<file path="src/sv/sit_pkg.sv">
// Shared constants, codes and controller/datapath interface types of the string intern table.
`default_nettype none
package sit_pkg;
   localparam int ENTRIES   = 64;
   localparam int MAX_CHARS = 8;
   localparam int TEXT_W    = 64;
   localparam int SLOT_W    = 6;
   localparam int IDX_W     = $clog2(ENTRIES);
   localparam int CNT_W     = $clog2(ENTRIES + 1);
   localparam logic [7:0] BYTE_MASK = 8'hff;

   typedef enum logic [1:0] {
      STATUS_EXISTING = 2'd0,
      STATUS_ADDED    = 2'd1,
      STATUS_FULL     = 2'd2
   } status_type;

   typedef struct packed {
      logic load;
      logic scan;
      logic fin_hit;
      logic fin_add;
      logic fin_full;
   } cmd_type;

   typedef struct packed {
      logic hit;
      logic miss_done;
      logic full;
      logic out_free;
   } sts_type;
endpackage
`default_nettype wire

</file>
<file path="src/sv/string_intern_table.sv">
// Top level of the string intern table: controller, datapath and checks.
// A request carries one string of up to eight bytes on req_text, first character
// in the low byte; bytes from the first zero byte on are ignored. The table looks
// the string up among the stored entries from entry 0 and answers with one result:
// the index of the equal entry (status existing), or the next free slot where the
// string is now stored (status added), or index zero with status full.
// The search reads one stored entry per cycle from the string memory and compares
// at most 64 stored entries per request; the memory read port sets that rate.
// One request is in work at a time, and req_ready is high while the block is idle.
// The result sits in an output register; the next request is taken while it
// waits, and its search stalls at the end until the receiver takes the older one.
// Reset empties the table (the entry count goes to zero) and drops any result.
`default_nettype none
module string_intern_table
   import sit_pkg::*;
(
   input  wire logic              clock,
   input  wire logic              reset,
   input  wire logic              req_valid,
   output logic                   req_ready,
   input  wire logic [TEXT_W-1:0] req_text,
   output logic                   rsp_valid,
   input  wire logic              rsp_ready,
   output logic [SLOT_W-1:0]      rsp_slot_index,
   output logic [1:0]             rsp_status
);
   cmd_type cmd;
   sts_type sts;

   sit_ctrl u_ctrl (
      .clock     (clock),
      .reset     (reset),
      .req_valid (req_valid),
      .req_ready (req_ready),
      .sts       (sts),
      .cmd       (cmd)
   );

   sit_dp u_dp (
      .clock          (clock),
      .reset          (reset),
      .cmd            (cmd),
      .sts            (sts),
      .req_text       (req_text),
      .rsp_ready      (rsp_ready),
      .rsp_valid      (rsp_valid),
      .rsp_slot_index (rsp_slot_index),
      .rsp_status     (rsp_status)
   );

   a_one_finish: assert property (@(posedge clock) disable iff (reset)
      $onehot0({cmd.fin_hit, cmd.fin_add, cmd.fin_full}))
      else $error("more than one finish command at once");

   a_finish_free: assert property (@(posedge clock) disable iff (reset)
      (cmd.fin_hit || cmd.fin_add || cmd.fin_full) |-> sts.out_free)
      else $error("result written over an unaccepted result");

   a_no_add_full: assert property (@(posedge clock) disable iff (reset)
      cmd.fin_add |-> !sts.full)
      else $error("insert into a full table");

   a_finish_result: assert property (@(posedge clock) disable iff (reset)
      (cmd.fin_hit || cmd.fin_add || cmd.fin_full) |=> rsp_valid)
      else $error("finished search without a result");
endmodule
`default_nettype wire

</file>
<file path="src/sv/sit_dp.sv">
// Datapath of the string intern table: string store, search pipeline, count and result register.
`default_nettype none
module sit_dp
   import sit_pkg::*;
(
   input  wire logic              clock,
   input  wire logic              reset,
   input  wire cmd_type           cmd,
   output sts_type                sts,
   input  wire logic [TEXT_W-1:0] req_text,
   input  wire logic              rsp_ready,
   output logic                   rsp_valid,
   output logic [SLOT_W-1:0]      rsp_slot_index,
   output logic [1:0]             rsp_status
);
   logic [TEXT_W-1:0] mem [ENTRIES];
   logic [TEXT_W-1:0] word_ff, word_in, rd_data_ff;
   logic [CNT_W-1:0]  count_ff, rd_idx_ff;
   logic [IDX_W-1:0]  cmp_idx_ff;
   logic              cmp_vld_ff, rd_en, match;
   logic              rsp_valid_ff;
   logic [SLOT_W-1:0] slot_ff;
   status_type        status_ff;

   always_comb begin
      logic run;
      run = 1'b1;
      word_in = '0;
      for (int pos = 0; pos < 8; pos++) begin
         if (pos >= MAX_CHARS || (req_text[8*pos +: 8] & BYTE_MASK) == 8'd0) begin
            run = 1'b0;
         end
         if (run) begin
            word_in[8*pos +: 8] = req_text[8*pos +: 8];
         end
      end
   end

   assign rd_en = cmd.scan && (rd_idx_ff < count_ff);
   assign match = cmp_vld_ff && (rd_data_ff == word_ff);

   assign sts.hit       = match;
   assign sts.miss_done = !match && ((count_ff == '0) ||
                          (cmp_vld_ff && ({1'b0, cmp_idx_ff} == count_ff - CNT_W'(1))));
   assign sts.full      = (count_ff == CNT_W'(ENTRIES));
   assign sts.out_free  = !rsp_valid_ff || rsp_ready;

   always_ff @(posedge clock) begin
      if (rd_en) begin
         rd_data_ff <= mem[rd_idx_ff[IDX_W-1:0]];
      end
      if (cmd.fin_add) begin
         mem[count_ff[IDX_W-1:0]] <= word_ff;
      end
   end

   always_ff @(posedge clock) begin
      if (reset) begin
         count_ff     <= '0;
         rd_idx_ff    <= '0;
         cmp_vld_ff   <= 1'b0;
         rsp_valid_ff <= 1'b0;
      end else begin
         if (cmd.load) begin
            word_ff    <= word_in;
            rd_idx_ff  <= '0;
            cmp_vld_ff <= 1'b0;
         end else if (cmd.scan) begin
            cmp_vld_ff <= rd_en;
            cmp_idx_ff <= rd_idx_ff[IDX_W-1:0];
            if (rd_en) begin
               rd_idx_ff <= rd_idx_ff + CNT_W'(1);
            end
         end
         if (cmd.fin_hit) begin
            slot_ff   <= SLOT_W'(cmp_idx_ff);
            status_ff <= STATUS_EXISTING;
         end else if (cmd.fin_add) begin
            slot_ff   <= SLOT_W'(count_ff);
            status_ff <= STATUS_ADDED;
            count_ff  <= count_ff + CNT_W'(1);
         end else if (cmd.fin_full) begin
            slot_ff   <= '0;
            status_ff <= STATUS_FULL;
         end
         if (cmd.fin_hit || cmd.fin_add || cmd.fin_full) begin
            rsp_valid_ff <= 1'b1;
         end else if (rsp_ready) begin
            rsp_valid_ff <= 1'b0;
         end
      end
   end

   assign rsp_valid      = rsp_valid_ff;
   assign rsp_slot_index = slot_ff;
   assign rsp_status     = status_ff;
endmodule
`default_nettype wire

</file>
<file path="src/sv/sit_ctrl.sv">
// Controller state machine of the string intern table.
`default_nettype none
module sit_ctrl
   import sit_pkg::*;
(
   input  wire logic    clock,
   input  wire logic    reset,
   input  wire logic    req_valid,
   output logic         req_ready,
   input  wire sts_type sts,
   output cmd_type      cmd
);
   typedef enum logic {IDLE, SCAN} state_type;
   state_type state_ff;

   always_ff @(posedge clock) begin
      if (reset) begin
         state_ff <= IDLE;
      end else begin
         case (state_ff)
            IDLE: begin
               if (req_valid) begin
                  state_ff <= SCAN;
               end
            end
            SCAN: begin
               if ((sts.hit || sts.miss_done) && sts.out_free) begin
                  state_ff <= IDLE;
               end
            end
            default: state_ff <= IDLE;
         endcase
      end
   end

   assign req_ready = (state_ff == IDLE);

   always_comb begin
      logic done;
      done = (state_ff == SCAN) && sts.out_free;
      cmd.load     = (state_ff == IDLE) && req_valid;
      cmd.scan     = (state_ff == SCAN) && !sts.hit && !sts.miss_done;
      cmd.fin_hit  = done && sts.hit;
      cmd.fin_add  = done && sts.miss_done && !sts.full;
      cmd.fin_full = done && sts.miss_done && sts.full;
   end
endmodule
`default_nettype wire
</file>
<file path="config.mk">
export PLATFORM = sky130hd
export DESIGN_NAME = string_intern_table
export DESIGN_NICKNAME = d
export VERILOG_FILES = /design/src/sv/sit_pkg.sv /design/src/sv/string_intern_table.sv /design/src/sv/sit_dp.sv /design/src/sv/sit_ctrl.sv
export SDC_FILE = /design/constraint.sdc
export NUM_CORES = 2
export LEC_CHECK = 0
export BUFFER_PORTS_ARGS = -buffer_cell sky130_fd_sc_hd__buf_2
export CAP_MARGIN = 20
export CELL_PAD_IN_SITES_DETAIL_PLACEMENT = 1
export CELL_PAD_IN_SITES_GLOBAL_PLACEMENT = 1
export CORE_MARGIN = 5
export CORE_UTILIZATION = 45
export DETAILED_ROUTE_END_ITERATION = 8
export PLACE_DENSITY_LB_ADDON = 0.1
export SLEW_MARGIN = 30
export SYNTH_ARGS = -nofsm -noshare
export SYNTH_HDL_FRONTEND = slang
export SYNTH_HIERARCHICAL = 1
export SYNTH_SLANG_ARGS = --single-unit
</file>
<file path="constraint.sdc">
create_clock -name clock -period 15.4 [get_ports clock]
set_input_delay 3.08 -clock clock [delete_from_list [all_inputs] [get_ports clock]]
set_output_delay 3.08 -clock clock [all_outputs]
set_load 0.01 [all_outputs]
</file>
* Word level (Yosys, flattened, before mapping)
Memories as Yosys holds them, arrays and structs flattened. A register that Yosys moved wholly into a read port is not among the register bits. Index checks and enable logic that the tools add are counted. W data, S select, Z words.
Word-level totals: bits of input ports 68, logic and storage cells 89, output and inout port bits 10, bits in registers 95, memories 1, memory bits (writable) 4096
Memory list:
- u_dp.mem | depth 64, bits a word 64, read ports 1, clocked after memory_dff 1, wr ports 1, line sit_dp.sv:16 | logic [TEXT_W-1:0] mem [ENTRIES];
Cells by class: order comparisons 1, eq/ne operators 3, reductions and logical operators 40, mux-type cells 20, add/subtract/negate cells 3, bitwise operators 4
Operators by type and width (count):
- $eq A64 B64 Y1 | 1
- $logic_not A8 Y1 | 8
- $mux W6 | 3
- $mux W1 | 15
- $add A7 B1 Y7 const B | 2
- $logic_and A1 B1 Y1 | 13
- $reduce_and A2 Y1 | 4
- $eq A6 B7 Y1 | 1
- $eq A7 B7 Y1 const B | 1
- $logic_not A7 Y1 | 1
- $lt A7 B7 Y1 | 1
- $sub A7 B1 Y7 const B | 1
- $logic_or A1 B1 Y1 | 5
- $logic_not A1 Y1 | 4
- $not A1 Y1 | 4
- $reduce_or A2 Y1 | 2
- $reduce_and A3 Y1 | 1
- $reduce_bool A3 Y1 | 1
- $mux W2 | 1
- $pmux W1 S2 | 1
- $reduce_bool A2 Y1 | 1

* Longest topological paths before layout
word-level depth 10, depth in mapped cells 17, gate-level depth less buffers 15

* By module
The synthesis kept the hierarchy.
By module, submodules not included:
- sit_dp | times used 1, cells an instance 7026, area each 162843.7 um^2, sequential area each 127582.4 um^2
- sit_ctrl | times used 1, cells an instance 12, area each 82.6 um^2, sequential area each 20.0 um^2

* Worst setup path before layout
OpenSTA, ideal clock, no wires.
path kind input-to-reg, start input port rsp_ready, end memory u_dp.mem[42][0], enable pin, setup time 0.565 ns, data required time 14.835 ns, data arrival time 8.569 ns, setup slack 6.267 ns, buffers on the path 1, stages on the path 7, path through nand2b_1 nand3_1 nor2_1 nand2_1 or3_1 clkbuf_1 nor3_1
RTL lines:
- start, declared | line string_intern_table.sv:23 | input wire logic rsp_ready,
- end, declared | line sit_dp.sv:16

==> flow_summary.ini <==
[setup_path]
cp-end-kind = flop
crit_fanout = 65
crit_arrival_ns = 7.34
critical_path_class = reg2reg
worstSetupStartpointType = flop
required_ns = 15.97

[die]
num_rows = 221
io_pins = 78
dieArea_um2 = 374000
start_util = 0.451
core_area_um2 = 361000
fp.dieH_um = 612
die_w_um = 612

[power_and_ir_drop]
p_leak_nw = 55.7
combPwrFrac = 0.021
internal_power_w = 0.0188
ir_drop_mv = 0.0992
netSwitchingFraction = 0.207
p_seq_frac = 0.538
clkPwrFrac = 0.442
p_switching_w = 0.00491
p_per_area_nw_per_um2 = 128

[synth]
synth_adder_area_share = 0.000768
ys_warn_count = 6
synth-edff-count = 4238
synth_top_family_by_area = multiplexers
syn_area_per_cell_um2 = 23.1
synth_simple_gate_area_share = 0.0138
synth_top_cell_by_area = edfxtp_1
muxShareOfSynthArea = 0.166
seq_area_frac_synth = 0.783
synth.area.top_cells = edfxtp_1 78%, mux4_2 15%, mux2i_1 1.6%
syn_inst = 7038
async_flop_share = 0
syn_nets = 7116
synthTopCellsByCount = 4,238 x edfxtp_1, 1,061 x mux4_2, 260 x mux2i_1
synthFlopType = edfxtp_1
ys_ff_latch = 4255
syn_area_um2 = 163000
synthXorXnorAreaFrac = 0.00403
ys_types = 64
synthMostInstantiatedCell = edfxtp_1
synth_compound_area_frac = 0.0192
synth_top_area_share = 0.781

[clocking]
cts_sinks = 4255
cts_resized = 0
numCtsBuffers = 446
tritoncts = built
clockRootBuffer = clkbuf_16
clkTransAtPathRegs_ns = 0.06
cts_setup_buffers = 0
cts_hold_buf = 0
insertion_delay_ns = 1.00
clockBufferDepth = 4
ctsHtreeMaxLevel = 5

[sta]
finalHoldViolations = 0
fin_ws_ns = 8.63
clock_skew_ns = 0.0832
tightestPinTransition_ns = 1.09
fin_crit_sh = 0.440
setup_violations = 0
rsz0062_at_grt = no
finalMaxSlewViolations = 0
max_freq_mhz = 148
max_slew_margin = 0.265
tns_ns = 0
fin_crit_ns = 6.77

[layout]
multi_input_area_um2 = 33900
seqCellArea_um2 = 128000
nNetsFinal = 7603
stdcell_count = 12700
filler_cell_count = 30900
area_delta_synth_final_pct = 13.6
drive_above_1_share = 0.287

[grt]
antenna_found_initial = 52
grt_max_degree = 109
grt_pass1_wl_um = 714000
grt_pass1_vias = 82100
grt_overflow_total = 0
grt_util_all_layers = 0.279

[detailed_routing]
num_vias = 82000
ant_nets = 0
post_drt_wl_per_cell_um = 41.3
drtIter0Drc = 11900
wl_um = 526000
firstDrtPassIters = 5
drt_drc_violations_left = 0
vias_per_cell = 6.45

[run_status]
status = finished, final reports clean

[placed_design]
dp.cells = 11900
dp_slack_ns = 7.82
io_buffers = 77
hpwl_um = 301000
gp_congestion = 0.824

[job]
maxCapViolations = 0

[worst_hold_path]
hp-class = reg2reg
## worst paths after layout
path / start / to / slack [ns] / cells after the start
min reg2reg: u_dp/rd_idx_ff[6] / u_dp/rd_idx_ff[6] / 0.49 / 2
max reg2reg: u_dp/word_ff[21] / u_dp/mem[58][32] / 8.63 / 14
max: u_dp/word_ff[21] / u_dp/mem[58][32] / 8.63 / 14
min: u_dp/rd_idx_ff[6] / u_dp/rd_idx_ff[6] / 0.49 / 2
## kinds of logic (layout without fill, tap and decap cells)
family,after synthesis,in the layout
flip-flops,4255,4255
XOR/XNOR,75,75
other,0,33
buffers and inverters,398,1252
multiplexers,1368,1368
AND/OR/NAND/NOR,467,467
adder cells (fa/ha/maj),10,10
AO/OA/AOI/OAI,465,465
## flip-flops by register name, summed over array words and instances (netlist names), 2 cells and up
| signal | flops |
|---|---|
| u_dp/cmp_idx_ff | 6 |
| u_dp/rd_idx_ff | 7 |
| u_dp/mem | 4096 |
| u_dp/rsp_status | 2 |
| u_dp/count_ff | 7 |
| u_dp/rd_data_ff | 64 |
| u_dp/rsp_slot_index | 6 |
| u_dp/word_ff | 64 |
## power groups by stage
| stage | Sequential (W) | Combinational [W] | Clock (W) |
|---|---|---|---|
| 6_report | 0.0128 | 0.000491 | 0.0105 |
| 3_3_place_gp | 0.0130 | 0.000478 | 0 |
| 5_1_grt | 0.0128 | 0.000511 | 0.0112 |
| 2_1_floorplan | 0.0131 | 0.000151 | 0 |
| 4_1_cts | 0.0128 | 0.000493 | 0.0107 |
| 3_5_place_dp | 0.0130 | 0.000492 | 0 |
## through the flow
step           hold WS (ns)  cell area, um2  utilization  power (W)
2_1_floorplan         0.429          163000            -     0.0132
3_3_place_gp          0.480          171000        0.472     0.0135
3_5_place_dp          0.486          171000        0.473     0.0135
4_1_cts               0.495          185000        0.512     0.0239
5_1_grt               0.503          185000        0.512     0.0245
6_report              0.492          185000        0.512     0.0238
## layer usage
| metal | vias to the layer above | GRT usage | wire length [um] |
|---|---|---|---|
| li1 | 31100 | - | - |
| met1 | 45700 | 0.405 | 212000 |
| met2 | 4423 | 0.433 | 246000 |
| met3 | 728 | 0.0577 | 50700 |
| met4 | 6 | 0.0811 | 17200 |
| met5 | - | 0 | 41 |
## cell usage in the layout (no fill, tap or decap), types with 19 or more instances in the layout
master and instances:
nor4_1 20, clkinvlp_4 19, edfxtp_1 4238, mux2_2 47, nor2_1 80, and2_1 51, buf_2 80, a211oi_1 42
xor2_1 23, a21oi_1 125, nand3_1 29, clkinv_2 88, clkinv_1 97, o221ai_1 27, clkbuf_1 98, nand2_1 107
diode_2 33, mux4_2 1061, bufinv_16 35, buf_4 308, nor2_4 60, nor2b_1 36, o21ai_0 38, clkbuf_16 452
xnor2_1 52, mux2i_1 259, o22ai_1 57, a22oi_1 38
## layout make-up
type,instances,area share
Sequential cell,4255,0.690
Timing Repair Buffer,418,0.0175
Multi-Input combinational cell,2385,0.183
Tap cell,4794,0.0324
Inverter,19,0.000467
Clock inverter,261,0.0129
Antenna cell,33,0.000446
Clock buffer,554,0.0634
## critical path, stage by stage (launching register included)
cell,delay [ns]
edfxtp_1,0.32
buf_4,0.56
xor2_1,0.65
nor4_1,0.15
nand4_1,0.38
a2111oi_4,0.18
nor3_1,0.48
nand3_1,0.20
nor2_1,0.14
buf_4,0.25
nor2b_1,0.32
nand2_1,0.55
nor2_4,0.74
buf_4,0.45
buf_4,0.76
No activity file was read; power rests on OpenSTA's default activity.
